**src/sha256_hash_engine_core_defines.svh**
```systemverilog
// Assertion macros for the SHA-256 hash engine core.
// Used by the top level only; needs a clock i_clk and reset i_rst_n in scope.
`ifndef SHA256_HASH_ENGINE_CORE_DEFINES_SVH
`define SHA256_HASH_ENGINE_CORE_DEFINES_SVH

// Same-cycle implication, checked outside reset
`define SHA_CHK_NOW(lbl, ante, cons, msg) \
    lbl: assert property (@(posedge i_clk) disable iff (!i_rst_n) (ante) |-> (cons)) \
        else $error(msg);

// Next-cycle implication, checked outside reset
`define SHA_CHK_NEXT(lbl, ante, cons, msg) \
    lbl: assert property (@(posedge i_clk) disable iff (!i_rst_n) (ante) |=> (cons)) \
        else $error(msg);

`endif

```
**src/sha256_pkg.sv**
```systemverilog
// Shared types, constants and hash functions for the SHA-256 engine.
// No dependencies; used by sha256_hash_engine_core, sha256_sched and sha256_round.
`default_nettype none

package sha256_pkg;

    // Eight 32-bit words: hash state or round variables, index 0 = a / H0
    typedef logic [7:0][31:0] t_words8;

    // Control from the sequencer to the message schedule
    typedef struct packed {
        logic        shift;       // advance the schedule by one round
        logic        put;         // write message bytes
        logic        put_merge;   // keep the bytes already in the word
        logic [3:0]  put_idx;
        logic [31:0] put_data;
        logic        pad;         // clear words from keep_words upward
        logic [4:0]  keep_words;
        logic        put_len;     // write bit length into words 14 and 15
        logic [63:0] bit_len;
    } t_sched_ctl;

    localparam t_words8 HASH_INIT = {
        32'h5be0cd19, 32'h1f83d9ab, 32'h9b05688c, 32'h510e527f,
        32'ha54ff53a, 32'h3c6ef372, 32'hbb67ae85, 32'h6a09e667
    };

    localparam logic [31:0] PAD_BYTE_WORD = 32'h8000_0000;

    localparam logic [31:0] K_TABLE [64] = '{
        32'h428a2f98, 32'h71374491, 32'hb5c0fbcf, 32'he9b5dba5,
        32'h3956c25b, 32'h59f111f1, 32'h923f82a4, 32'hab1c5ed5,
        32'hd807aa98, 32'h12835b01, 32'h243185be, 32'h550c7dc3,
        32'h72be5d74, 32'h80deb1fe, 32'h9bdc06a7, 32'hc19bf174,
        32'he49b69c1, 32'hefbe4786, 32'h0fc19dc6, 32'h240ca1cc,
        32'h2de92c6f, 32'h4a7484aa, 32'h5cb0a9dc, 32'h76f988da,
        32'h983e5152, 32'ha831c66d, 32'hb00327c8, 32'hbf597fc7,
        32'hc6e00bf3, 32'hd5a79147, 32'h06ca6351, 32'h14292967,
        32'h27b70a85, 32'h2e1b2138, 32'h4d2c6dfc, 32'h53380d13,
        32'h650a7354, 32'h766a0abb, 32'h81c2c92e, 32'h92722c85,
        32'ha2bfe8a1, 32'ha81a664b, 32'hc24b8b70, 32'hc76c51a3,
        32'hd192e819, 32'hd6990624, 32'hf40e3585, 32'h106aa070,
        32'h19a4c116, 32'h1e376c08, 32'h2748774c, 32'h34b0bcb5,
        32'h391c0cb3, 32'h4ed8aa4a, 32'h5b9cca4f, 32'h682e6ff3,
        32'h748f82ee, 32'h78a5636f, 32'h84c87814, 32'h8cc70208,
        32'h90befffa, 32'ha4506ceb, 32'hbef9a3f7, 32'hc67178f2
    };

    function automatic logic [31:0] rotr(input logic [31:0] x, input int unsigned n);
        return (x >> n) | (x << (32 - n));
    endfunction

    function automatic logic [31:0] big_sigma0(input logic [31:0] x);
        return rotr(x, 2) ^ rotr(x, 13) ^ rotr(x, 22);
    endfunction

    function automatic logic [31:0] big_sigma1(input logic [31:0] x);
        return rotr(x, 6) ^ rotr(x, 11) ^ rotr(x, 25);
    endfunction

    function automatic logic [31:0] small_sigma0(input logic [31:0] x);
        return rotr(x, 7) ^ rotr(x, 18) ^ (x >> 3);
    endfunction

    function automatic logic [31:0] small_sigma1(input logic [31:0] x);
        return rotr(x, 17) ^ rotr(x, 19) ^ (x >> 10);
    endfunction

endpackage

`default_nettype wire

```
**src/sha256_stream_if.sv**
```systemverilog
// Valid/ready channel interfaces for message words in and digest words out.
// No dependencies.
`default_nettype none

interface sha256_in_if;
    logic        valid;
    logic        ready;
    logic [31:0] data_word;
    logic [2:0]  valid_bytes;
    logic        end_of_message;

    modport source(output valid, data_word, valid_bytes, end_of_message, input ready);
    modport sink(input valid, data_word, valid_bytes, end_of_message, output ready);
endinterface

interface sha256_out_if;
    logic        valid;
    logic        ready;
    logic [31:0] digest_word;
    logic [2:0]  word_index;
    logic        final_word;

    modport source(output valid, digest_word, word_index, final_word, input ready);
    modport sink(input valid, digest_word, word_index, final_word, output ready);
endinterface

`default_nettype wire

```
**src/sha256_hash_engine_core.sv**
```systemverilog
// SHA-256 engine: takes a message as big-endian 32-bit words and returns the
// eight digest words H0..H7 once the word marked end of message is in. An
// input request is taken in S_IDLE, then its bytes go into the block buffer
// in S_LOAD, one schedule word at a time when they straddle two. The cycle that
// writes the last byte of a 64-byte block also loads the round variables; the
// block then runs 64 rounds on the single round unit at one round per cycle
// (S_COMP) and is folded into the hash (S_FOLD). The end of a message adds an
// S_LOAD step to place the 0x80 byte, an S_PAD step before each closing
// compression unless the 0x80 byte ends that block, and one or two block
// compressions, then the digest leaves one word per accepted output request.
// The engine takes no new input request from acceptance of a word until it is
// done.
// Depends on sha256_pkg, sha256_stream_if, sha256_sched, sha256_round and sha256_hash_engine_core_defines.svh.
`default_nettype none

`include "sha256_hash_engine_core_defines.svh"

module sha256_hash_engine_core (
    input  wire logic     i_clk,
    input  wire logic     i_rst_n,
    sha256_in_if.sink     i_msg,
    sha256_out_if.source  o_dig
);

    typedef enum logic [5:0] {
        S_IDLE = 6'b000001,
        S_LOAD = 6'b000010,
        S_PAD  = 6'b000100,
        S_COMP = 6'b001000,
        S_FOLD = 6'b010000,
        S_EMIT = 6'b100000
    } t_state;

    t_state              r_state, n_state;
    logic [5:0]          r_fill, n_fill;
    logic [60:0]         r_total, n_total;
    logic [31:0]         r_pend, n_pend;
    logic [2:0]          r_cnt, n_cnt;
    logic                r_last, n_last;
    logic                r_padb, n_padb;     // 0x80 byte already queued
    logic                r_final, n_final;   // length block is in compression
    logic [5:0]          r_round, n_round;
    logic [2:0]          r_emit_idx, n_emit_idx;
    sha256_pkg::t_words8 r_hash, n_hash;
    sha256_pkg::t_words8 r_work, n_work;

    sha256_pkg::t_sched_ctl sched_ctl;
    sha256_pkg::t_words8    round_out;
    logic [31:0]            sched_w;

    logic [2:0]  in_cnt;
    logic [1:0]  off;
    logic [2:0]  room;
    logic [2:0]  take;
    logic [31:0] take_mask;
    logic [5:0]  fill_nx;
    logic [2:0]  cnt_nx;
    logic [6:0]  fill_up;
    logic        in_acc;
    logic        out_acc;

    sha256_sched u_sched (
        .i_clk (i_clk),
        .i_ctl (sched_ctl),
        .o_w   (sched_w)
    );

    sha256_round u_round (
        .i_vars (r_work),
        .i_w    (sched_w),
        .i_k    (sha256_pkg::K_TABLE[r_round]),
        .o_vars (round_out)
    );

    // Handshakes and output payload
    assign i_msg.ready       = (r_state == S_IDLE);
    assign o_dig.valid       = (r_state == S_EMIT);
    assign o_dig.digest_word = r_hash[0];
    assign o_dig.word_index  = r_emit_idx;
    assign o_dig.final_word  = (r_emit_idx == 3'd7);
    assign in_acc            = i_msg.valid && i_msg.ready;
    assign out_acc           = o_dig.valid && o_dig.ready;

    // Byte counts above four count as four
    assign in_cnt = i_msg.valid_bytes[2] ? 3'd4 : i_msg.valid_bytes;

    // Bytes that fit into the current schedule word
    assign off     = r_fill[1:0];
    assign room    = 3'd4 - {1'b0, off};
    assign take    = (r_cnt < room) ? r_cnt : room;
    assign fill_nx = r_fill + {3'b000, take};
    assign cnt_nx  = r_cnt - take;
    assign fill_up = {1'b0, r_fill} + 7'd3;

    always_comb begin
        case (take)
            3'd0:    take_mask = 32'h0000_0000;
            3'd1:    take_mask = 32'hff00_0000;
            3'd2:    take_mask = 32'hffff_0000;
            3'd3:    take_mask = 32'hffff_ff00;
            default: take_mask = 32'hffff_ffff;
        endcase
    end

    // Sequencer
    always_comb begin
        n_state    = r_state;
        n_fill     = r_fill;
        n_total    = r_total;
        n_pend     = r_pend;
        n_cnt      = r_cnt;
        n_last     = r_last;
        n_padb     = r_padb;
        n_final    = r_final;
        n_round    = r_round;
        n_emit_idx = r_emit_idx;
        n_hash     = r_hash;
        n_work     = r_work;
        sched_ctl  = '0;
        sched_ctl.bit_len = {r_total, 3'b000};

        unique case (r_state)
            S_IDLE: begin
                if (in_acc) begin
                    n_total = r_total + {58'd0, in_cnt};
                    n_last  = i_msg.end_of_message;
                    n_padb  = 1'b0;
                    if (in_cnt != 3'd0) begin
                        n_pend  = i_msg.data_word;
                        n_cnt   = in_cnt;
                        n_state = S_LOAD;
                    end else if (i_msg.end_of_message) begin
                        n_pend  = sha256_pkg::PAD_BYTE_WORD;
                        n_cnt   = 3'd1;
                        n_padb  = 1'b1;
                        n_state = S_LOAD;
                    end
                end
            end
            S_LOAD: begin
                sched_ctl.put       = 1'b1;
                sched_ctl.put_merge = (off != 2'd0);
                sched_ctl.put_idx   = r_fill[5:2];
                sched_ctl.put_data  = (r_pend & take_mask) >> {off, 3'b000};
                n_fill = fill_nx;
                n_cnt  = cnt_nx;
                n_pend = r_pend << {take, 3'b000};
                if (fill_nx == 6'd0) begin
                    n_work  = r_hash;
                    n_round = 6'd0;
                    n_state = S_COMP;
                end else if (cnt_nx == 3'd0) begin
                    if (!r_last) begin
                        n_state = S_IDLE;
                    end else if (!r_padb) begin
                        n_pend = sha256_pkg::PAD_BYTE_WORD;
                        n_cnt  = 3'd1;
                        n_padb = 1'b1;
                    end else begin
                        n_state = S_PAD;
                    end
                end
            end
            S_PAD: begin
                // Zero fill; length only if it fits in this block
                sched_ctl.pad        = 1'b1;
                sched_ctl.keep_words = fill_up[6:2];
                sched_ctl.put_len    = (r_fill <= 6'd56);
                n_final = (r_fill <= 6'd56);
                n_fill  = 6'd0;
                n_work  = r_hash;
                n_round = 6'd0;
                n_state = S_COMP;
            end
            S_COMP: begin
                sched_ctl.shift = 1'b1;
                n_work  = round_out;
                n_round = r_round + 6'd1;
                if (r_round == 6'd63) begin
                    n_state = S_FOLD;
                end
            end
            S_FOLD: begin
                for (int j = 0; j < 8; j++) begin
                    n_hash[j] = r_hash[j] + r_work[j];
                end
                if (r_final) begin
                    n_emit_idx = 3'd0;
                    n_state    = S_EMIT;
                end else if (r_cnt != 3'd0) begin
                    n_state = S_LOAD;
                end else if (!r_last) begin
                    n_state = S_IDLE;
                end else if (!r_padb) begin
                    n_pend  = sha256_pkg::PAD_BYTE_WORD;
                    n_cnt   = 3'd1;
                    n_padb  = 1'b1;
                    n_state = S_LOAD;
                end else begin
                    n_state = S_PAD;
                end
            end
            S_EMIT: begin
                if (out_acc) begin
                    n_hash     = sha256_pkg::t_words8'(r_hash >> 32);
                    n_emit_idx = r_emit_idx + 3'd1;
                    if (r_emit_idx == 3'd7) begin
                        n_hash  = sha256_pkg::HASH_INIT;
                        n_total = 61'd0;
                        n_fill  = 6'd0;
                        n_final = 1'b0;
                        n_last  = 1'b0;
                        n_state = S_IDLE;
                    end
                end
            end
            default: begin
                n_state = S_IDLE;
            end
        endcase
    end

    // Control and hash state
    always_ff @(posedge i_clk) begin
        if (!i_rst_n) begin
            r_state    <= S_IDLE;
            r_fill     <= 6'd0;
            r_total    <= 61'd0;
            r_cnt      <= 3'd0;
            r_last     <= 1'b0;
            r_padb     <= 1'b0;
            r_final    <= 1'b0;
            r_round    <= 6'd0;
            r_emit_idx <= 3'd0;
            r_hash     <= sha256_pkg::HASH_INIT;
        end else begin
            r_state    <= n_state;
            r_fill     <= n_fill;
            r_total    <= n_total;
            r_cnt      <= n_cnt;
            r_last     <= n_last;
            r_padb     <= n_padb;
            r_final    <= n_final;
            r_round    <= n_round;
            r_emit_idx <= n_emit_idx;
            r_hash     <= n_hash;
        end
    end

    // Payload registers
    always_ff @(posedge i_clk) begin
        r_pend <= n_pend;
        r_work <= n_work;
    end

    // Checks
    `SHA_CHK_NOW(a_no_out_while_ready, i_msg.ready, !o_dig.valid, "digest valid while taking input")
    `SHA_CHK_NEXT(a_round_step, (r_state == S_COMP) && (r_round != 6'd63), (r_state == S_COMP) && (r_round == $past(r_round) + 6'd1), "round counter skipped")
    `SHA_CHK_NEXT(a_digest_done, out_acc && o_dig.final_word, (r_state == S_IDLE) && (r_fill == 6'd0) && (r_total == 61'd0), "engine not reinitialized after digest")
    `SHA_CHK_NEXT(a_final_emits, (r_state == S_FOLD) && r_final, o_dig.valid && (o_dig.word_index == 3'd0), "digest not presented after last block")

endmodule

`default_nettype wire

```
**src/sha256_sched.sv**
```systemverilog
// Message block buffer and rolling 16-word message schedule.
// Depends on sha256_pkg (control struct, sigma functions).
`default_nettype none

module sha256_sched (
    input  wire logic                   i_clk,
    input  wire sha256_pkg::t_sched_ctl i_ctl,
    output logic [31:0]                 o_w
);

    logic [31:0] r_win [16];
    logic [31:0] w_next;

    // W[t+16] from the current window, window[0] holds W[t]
    assign w_next = sha256_pkg::small_sigma1(r_win[14]) + r_win[9]
                  + sha256_pkg::small_sigma0(r_win[1]) + r_win[0];

    assign o_w = r_win[0];

    // Shift during rounds, byte writes during fill, clear and length at pad
    always_ff @(posedge i_clk) begin
        if (i_ctl.shift) begin
            for (int i = 0; i < 15; i++) begin
                r_win[i] <= r_win[i + 1];
            end
            r_win[15] <= w_next;
        end else if (i_ctl.put) begin
            r_win[i_ctl.put_idx] <= (i_ctl.put_merge ? r_win[i_ctl.put_idx] : 32'h0)
                                  | i_ctl.put_data;
        end else if (i_ctl.pad) begin
            // Words 14 and 15 take the length instead of zero when it fits
            for (int i = 0; i < 16; i++) begin
                if (5'(i) >= i_ctl.keep_words && !(i_ctl.put_len && i >= 14)) begin
                    r_win[i] <= 32'h0;
                end
            end
            if (i_ctl.put_len) begin
                r_win[14] <= i_ctl.bit_len[63:32];
                r_win[15] <= i_ctl.bit_len[31:0];
            end
        end
    end

endmodule

`default_nettype wire

```
**src/sha256_round.sv**
```systemverilog
// One SHA-256 compression round, shared over all 64 rounds of a block.
// Depends on sha256_pkg (word types, sigma functions).
`default_nettype none

module sha256_round (
    input  wire sha256_pkg::t_words8 i_vars,
    input  wire logic [31:0]         i_w,
    input  wire logic [31:0]         i_k,
    output sha256_pkg::t_words8      o_vars
);

    logic [31:0] t1;
    logic [31:0] t2;
    logic [31:0] ch;
    logic [31:0] maj;

    assign ch  = (i_vars[4] & i_vars[5]) ^ (~i_vars[4] & i_vars[6]);
    assign maj = (i_vars[0] & i_vars[1]) ^ (i_vars[0] & i_vars[2]) ^ (i_vars[1] & i_vars[2]);
    assign t1  = i_vars[7] + sha256_pkg::big_sigma1(i_vars[4]) + ch + i_k + i_w;
    assign t2  = sha256_pkg::big_sigma0(i_vars[0]) + maj;

    // Rotate a..h down one place, inject the new a and e
    always_comb begin
        o_vars    = sha256_pkg::t_words8'(i_vars << 32);
        o_vars[0] = t1 + t2;
        o_vars[4] = i_vars[3] + t1;
    end

endmodule

`default_nettype wire

```
**src/flat_wrapper.sv**
```systemverilog
// flat-port wrapper written by rule: the top's interface ports become plain ports
module sha256_hash_engine_core_flat 
  (i_clk, i_rst_n, i_msg_valid, i_msg_data_word, i_msg_valid_bytes, i_msg_end_of_message, i_msg_ready, o_dig_valid, o_dig_digest_word, o_dig_word_index, o_dig_final_word, o_dig_ready);
  sha256_in_if i_msg_i ();
  sha256_out_if o_dig_i ();
  input  wire logic i_clk;
  input  wire logic i_rst_n;
  input wire logic [$bits(i_msg_i.valid)-1:0] i_msg_valid;
  input wire logic [$bits(i_msg_i.data_word)-1:0] i_msg_data_word;
  input wire logic [$bits(i_msg_i.valid_bytes)-1:0] i_msg_valid_bytes;
  input wire logic [$bits(i_msg_i.end_of_message)-1:0] i_msg_end_of_message;
  output wire logic [$bits(i_msg_i.ready)-1:0] i_msg_ready;
  output wire logic [$bits(o_dig_i.valid)-1:0] o_dig_valid;
  output wire logic [$bits(o_dig_i.digest_word)-1:0] o_dig_digest_word;
  output wire logic [$bits(o_dig_i.word_index)-1:0] o_dig_word_index;
  output wire logic [$bits(o_dig_i.final_word)-1:0] o_dig_final_word;
  input wire logic [$bits(o_dig_i.ready)-1:0] o_dig_ready;
  assign i_msg_i.valid = i_msg_valid;
  assign i_msg_i.data_word = i_msg_data_word;
  assign i_msg_i.valid_bytes = i_msg_valid_bytes;
  assign i_msg_i.end_of_message = i_msg_end_of_message;
  assign i_msg_ready = i_msg_i.ready;
  assign o_dig_valid = o_dig_i.valid;
  assign o_dig_digest_word = o_dig_i.digest_word;
  assign o_dig_word_index = o_dig_i.word_index;
  assign o_dig_final_word = o_dig_i.final_word;
  assign o_dig_i.ready = o_dig_ready;
  sha256_hash_engine_core u_core (.i_clk(i_clk), .i_rst_n(i_rst_n), .i_msg(i_msg_i), .o_dig(o_dig_i));
endmodule
```
**config.mk**
```make
export PLATFORM = sky130hd
export DESIGN_NAME = sha256_hash_engine_core_flat
export DESIGN_NICKNAME = d
export VERILOG_FILES = /design/src/sha256_pkg.sv /design/src/sha256_stream_if.sv /design/src/sha256_hash_engine_core.sv /design/src/sha256_sched.sv /design/src/sha256_round.sv /design/src/flat_wrapper.sv
export VERILOG_INCLUDE_DIRS = /design/src /design/src/src
export SDC_FILE = /design/constraint.sdc
export NUM_CORES = 2
export LEC_CHECK = 0
export BUFFER_PORTS_ARGS = -buffer_cell sky130_fd_sc_hd__buf_2
export CORE_AREA = 2 2 535 537
export CTS_BUF_LIST = sky130_fd_sc_hd__clkbuf_4 sky130_fd_sc_hd__clkbuf_8 sky130_fd_sc_hd__clkbuf_16
export DETAILED_ROUTE_END_ITERATION = 8
export DIE_AREA = 0 0 537 539
export PLACE_DENSITY = 0.44
export SLEW_MARGIN = 30
export SYNTH_ARGS = -nofsm -noshare
export SYNTH_HDL_FRONTEND = slang
export SYNTH_HIERARCHICAL = 1
export SYNTH_SLANG_ARGS = --single-unit
```
**constraint.sdc**
```tcl
create_clock -name i_clk -period 25.1 [get_ports i_clk]
set_clock_uncertainty 0.2 [all_clocks]
set_input_delay 5.02 -clock i_clk [delete_from_list [all_inputs] [get_ports i_clk]]
set_output_delay 5.02 -clock i_clk [all_outputs]
set_load 0.05 [all_outputs]
```
; ---- After elaboration in Yosys (flattened, before gate mapping)
; Memories as Yosys holds them, arrays and structs flattened.
; Index checks and enable logic that the tools add are counted.
[word_totals]
romBits = 2048
elab_cells = 365
ff_bits = 632
n_memories = 2
ram_bits = 512
out_inout_bits = 38
[op_classes]
reduce_logical = 27
mux = 190
add_sub_neg = 25
n_eq_ne = 26
n_shift = 2
n_bitwise = 48
magnitude_cmp = 19
[memory_table]
columns = memory, depth, word_bits, rd, rd_clocked_by_memory_dff, wr, line_no
row1 = (no name shown), 64, 32, 1, 0, 0, sha256_hash_engine_core.sv:71  ; .i_k (sha256_pkg::K_TABLE[r_round]),
row2 = u_core.u_sched.r_win, 16, 32, 17, 0, 16, sha256_sched.sv:11  ; logic [31:0] r_win [16];
[ops]
columns = operator, count
row1 = 32-bit 2-to-1 mux, 33
row2 = 256-bit case mux with 3 select lines, 1
row3 = 32-bit adder, 18
row4 = 256-bit 2-to-1 mux, 2
row5 = 256-bit case mux with 2 select lines, 1
row6 = 32-bit bitwise XOR, 9
row7 = 255-bit 2-to-1 mux, 1
row8 = 32-bit bitwise AND, 6
row9 = 61-bit 2-to-1 mux, 3
row10 = 32-bit case mux with 4 select lines, 1
row11 = 61-bit case mux with 2 select lines, 1
row12 = 1-bit 2-to-1 mux, 103
row13 = 6-bit 2-to-1 mux, 16
row14 = 32-bit case mux with 3 select lines, 1
row15 = 61-bit by 3-bit adder with 61-bit output, 1
row16 = 3-bit 2-to-1 mux, 16
row17 = 4-bit by 5-bit greater-or-equal comparator with 1-bit output (first input constant), 8
row18 = 38-bit 2-to-1 mux, 1
row19 = 6-bit case mux with 3 select lines, 2
row20 = 6-bit case mux with 6 select lines, 1
row21 = 32-bit NOT, 1
row22 = 10-bit by 32-bit OR with 32-bit output, 1
row23 = 13-bit by 32-bit OR with 32-bit output, 1
row24 = 14-bit by 32-bit OR with 32-bit output, 1
row25 = 58 further kinds, 108

; ---- Depth between registers and ports, before layout
[depth]
word_depth = 13
depth_mapped = 42
mapped_depth_nobuf = 40

; ---- Modules after synthesis
; Netlist, hierarchy kept.
[modules_own_cells]
columns = mod, seq_area_each_um2, area_each_um2, cells_each, n_inst
row1 = sha256_hash_engine_core, 15534.9, 43394.1, 5406, 1
row2 = sha256_sched, 15374.7, 29879.9, 2581, 1
row3 = sha256_round, 0.0, 11423.5, 1459, 1

; ---- Least setup slack after synthesis
; No wires, ideal clock.
[synth_path]
kind = flip-flop to flip-flop
startpoint = reg u_core.r_fill[1]
endpoint = reg u_core.r_round[5]
required_ns = 24.830
slack_ns = 5.643
period_less_slack_ns = 19.457
path_buffers = 3
t_arrival_ns = 19.187
setup_time_ns = 0.070
stages_incl_launch_ff = 20
cell_sequence = dfxtp_1 -> clkbuf_1 -> inv_1 -> ha_1 -> inv_1 -> maj3_1 -> a21oi_1 -> mux2i_1 -> buf_1 -> clkbuf_1 -> fa_1 -> nor2b_1 -> o21ai_0 -> xor2_1 -> and3_1 -> nor2_1 -> a31oi_1 -> nand3_1 -> or3_1 -> a21oi_1
[synth_between]
elab_chain_len = 7
[synth_rtl]
columns = item, line_no
row1 = start: declaration, sha256_hash_engine_core.sv:35  ; logic [5:0] r_fill, n_fill;
row2 = start signal: assignment, sha256_hash_engine_core.sv:238  ; r_fill <= n_fill;
row3 = 3-bit by 2-bit subtractor with 3-bit output, sha256_hash_engine_core.sv:89  ; assign room = 3'd4 - {1'b0, off};
row4 = 3-bit less-than comparator, sha256_hash_engine_core.sv:90  ; assign take = (r_cnt < room) ? r_cnt : room;
row5 = 3-bit 2-to-1 mux, sha256_hash_engine_core.sv:90
row6 = 6-bit by 3-bit adder with 6-bit output (*), sha256_hash_engine_core.sv:91  ; assign fill_nx = r_fill + {3'b000, take};
row7 = 6-bit zero test (*), sha256_hash_engine_core.sv:148  ; if (fill_nx == 6'd0) begin
row8 = 2-bit by 1-bit != test with 1-bit output (no source line) (*), n/a
row9 = 2-bit AND reduction (no source line) (*), n/a
row10 = end signal: assignment, sha256_hash_engine_core.sv:244  ; r_round <= n_round;
row11 = end: declaration, sha256_hash_engine_core.sv:42  ; logic [5:0] r_round, n_round;
; Mark *: on every way between the ends. The rest lies on a longest branch, timed or not.
; A chain may end at the register's enable or synchronous reset.

==> impl_metrics.tcl <==
set metrics [dict create \
    status "complete, no violations" \
    clock_sinks 1144 \
    ant_nets 0 \
    die_area_mm2 0.289 \
    gr-usage-all-layers_pct 24.2 \
    cts_hold_buf 0 \
    hold_violations 0 \
    area_growth_syn_to_layout_pct 9.22 \
    tritoncts "done" \
    die_h_um 539 \
    grt_pass1_vias 70100 \
    drive_gt1_share_pct 8.64 \
    instances_no_fill 13000 \
    rows 196 \
    period_minus_slack_ns 10.59 \
    hp-class "register to register" \
    drc 0 \
    io_pins 78 \
    r2r_cells 37 \
    cp_common_cell "inv_1" \
    core_area_mm2 0.284 \
    worst_slew_pin_slew_ns 1.08 \
    grt_pass1_wl_mm 517 \
    vias_per_cell 5.61 \
    cpPeakStageDelay_ns 0.90 \
    cts_setup_buffers 0 \
    synth.distinct_cells 105 \
    finalPower_mw 10.7 \
    start_util_pct 29.8 \
    rrSetupSlack_ns 14.51 \
    die_w_um 537 \
    vias 72700 \
    clock_path_buffers 4 \
    hold_ws_ns 0.315 \
    startpoint "u_core/r_round[1]$_SDFFE_PN0P_" \
    yosys.area.top_type_share_pct 28.4 \
    syn-mean-instance-area_um2 8.97 \
    cap_viol_max_count 0 \
    cts-root-buf "clkbuf_16" \
    yosys.area.top_type "edfxtp_1" \
    setup_viol 0 \
    cp-endpoint "u_core/r_work[30]$_DFFE_PP_" \
    first_iter_violations 7447 \
    antenna_found_initial 21 \
    yosysWarnings 6 \
    crit_path_start_kind "register" \
    fin_crit_sh_pct 42.2 \
    place_hpwl_mm 264 \
    h-tree-depth 4 \
    synth-seq-cells 1144 \
    routed_wl_mm 362 \
    avgRoutedWirePerCell_um 27.9 \
    synthArstFlopShare_pct 0 \
    stdcell_area_mm2 0.0925 \
    synth-seq-area-share_pct 36.5 \
    cts_buffers 154 \
    gp_congestion 0.940 \
    cts_resized 0 \
    synth_edf_count 800 \
    grt-ovfl-total 0 \
    reg2reg_to "u_core/r_work[30]$_DFFE_PP_" \
    end_kind "register" \
    cpMaxStageDelayCell "ha_1" \
    nets 9711 \
    yosys-top-cells-area "edfxtp_1 (28%), dfxtp_1 (8.1%), nand2_1 (7.2%)" \
    worstSetupPathType "register to register" \
    synthCells 9446 \
    clkTransAtPathRegs_ns 0.07 \
    max_slew_margin_pct 27.9 \
    finalSetupTns_ns 0 \
    dp_cells 12700 \
    portBuffers 77 \
    syn_area_mm2 0.0847 \
    hold_depth 2 \
    max-vdd-ir-drop_uv 202 \
    r2r_start "u_core/r_round[1]$_SDFFE_PN0P_" \
    place_area_mm2 0.0874 \
    powerDensity_mw_per_mm2 116 \
    grt_setup_unrepaired "false" \
    grt_max_degree 139 \
    total_leakage_power_nw 35.1 \
    slew_violations 0 \
    drtPass1Iterations 6 \
    cp.arrival_ns 10.97 \
    timing.fmax_mhz 94.4 \
    cp_max_fo 29 \
    cp.required_ns 25.48 \
    synth_flop_cell "edfxtp_1" \
    clkLatencyLatePin_ns 0.87 \
]
## how the worst min path moves through the flow
stage,start,slack [ns],end
floorplan,u_core/r_total[0]$_SDFFE_PN0P_,0.25,u_core/r_total[0]$_SDFFE_PN0P_
global placement,u_core/o_dig.digest_word[9]$_SDFFE_PN1P_,0.30,u_core/o_dig.digest_word[9]$_SDFFE_PN1P_
detailed placement,u_core/r_hash[59]$_SDFFE_PN1P_,0.30,u_core/r_hash[59]$_SDFFE_PN1P_
CTS,u_core/o_dig.digest_word[9]$_SDFFE_PN1P_,0.32,u_core/o_dig.digest_word[9]$_SDFFE_PN1P_
global route,u_core/r_hash[170]$_SDFFE_PN0P_,0.33,u_core/r_hash[170]$_SDFFE_PN0P_
finish,u_core/r_hash[59]$_SDFFE_PN1P_,0.32,u_core/r_hash[59]$_SDFFE_PN1P_
## power by group
part / internal (mW) / total, mW / switching, mW / leakage, nW
Clock: 1.34 / 2.25 / 0.905 / 2.51
Sequential: 2.13 / 2.26 / 0.131 / 9.58
Combinational: 2.42 / 6.22 / 3.80 / 23.0
Total: 5.89 / 10.7 / 4.83 / 35.1
## kinds of logic after synthesis
group / synth area share [%]
simple gates: 15.1
fa+ha+maj: 10.7
compound gates: 18.8
mux: 5.22
xor+xnor: 6.51
buf+inv: 7.17
other cells: 0.00443
flops: 36.5
## cell type report
cell class	count	area (um^2)
Antenna cell	8	20.0
Clock buffer	211	4420
Clock inverter	59	578
Fill cell	29600	191000
Inverter	565	2140
Multi-Input combinational cell	6967	48000
Sequential cell	1144	30900
Tap cell	3762	4710
Timing Repair Buffer	240	1730
## registers in the layout, summed over array words and instances, names as in the netlist
register / flops
u_core/o_dig.digest_word: 32
u_core/o_dig.word_index: 3
u_core/r_cnt: 3
u_core/r_fill: 6
u_core/r_final: 1
u_core/r_hash: 224
u_core/r_last: 1
u_core/r_padb: 1
u_core/r_pend: 32
u_core/r_round: 6
u_core/r_state: 6
u_core/r_total: 61
u_core/r_work: 256
u_core/u_sched/r_win: 512
## worst max-delay path, delay by kind of cell (launching register included)
family	cells	cell delay (ns)
adders and majority gates	7	3.58
AOI/OAI and AO/OA	14	3.47
buffers and inverters	9	1.38
and+or+nand+nor	5	0.94
xor gates and xnor gates	2	0.47
DFF	1	0.30
## per-layer routing
layer  global-route usage (%)  vias to the layer above  part of all wire [%]
met5                        0                        -                 0.026
met4                     9.95                       14                   4.6
met3                     3.11                      561                   6.4
met2                     38.1                     2784                    45
met1                     33.4                    36600                    44
li1                         -                    32700                     -
## cells in the final DEF (no fill, tap or decap), types with 78 or more instances in the layout
master and n:
nand2_1 1602, o21ai_0 925, edfxtp_1 800, inv_1 558, a21oi_1 488, nor2_1 484
xnor2_1 418, ha_1 400, dfxtp_1 340, nand3_1 220, a21o_1 215, xor2_1 212
fa_1 198, clkbuf_16 158, mux4_2 154, buf_4 154, nor3_1 128, o211ai_1 96
a22oi_1 94, a211oi_1 92, a31oi_1 78
## Yosys cell counts, drive strengths merged (61+ instances only)
master and n:
a21o 215, nand2b 61, xnor2 418, a31oi 79, mux2i 77, mux4 154
nor3 131, nor2b 65, buf 301, xor2 212, fa 198, dfxtp 344
a22oi 94, edfxtp 800, ha 401, a211oi 93, inv 564, or3 63
clkbuf 471, nand3 224, a21oi 503, nor2 492, and3 69, o21ai 973
nand2 1617, o211ai 96
## per-stage QoR
stage          setup WS [ns]  utilization (%)
2_1_floorplan           5.64                -
3_5_place_dp           14.55             30.8
5_1_grt                14.02             32.6
4_1_cts                14.55             32.5
3_3_place_gp           14.52             30.8
6_report               14.51             32.6
No activity file was read; power rests on OpenSTA's default activity.
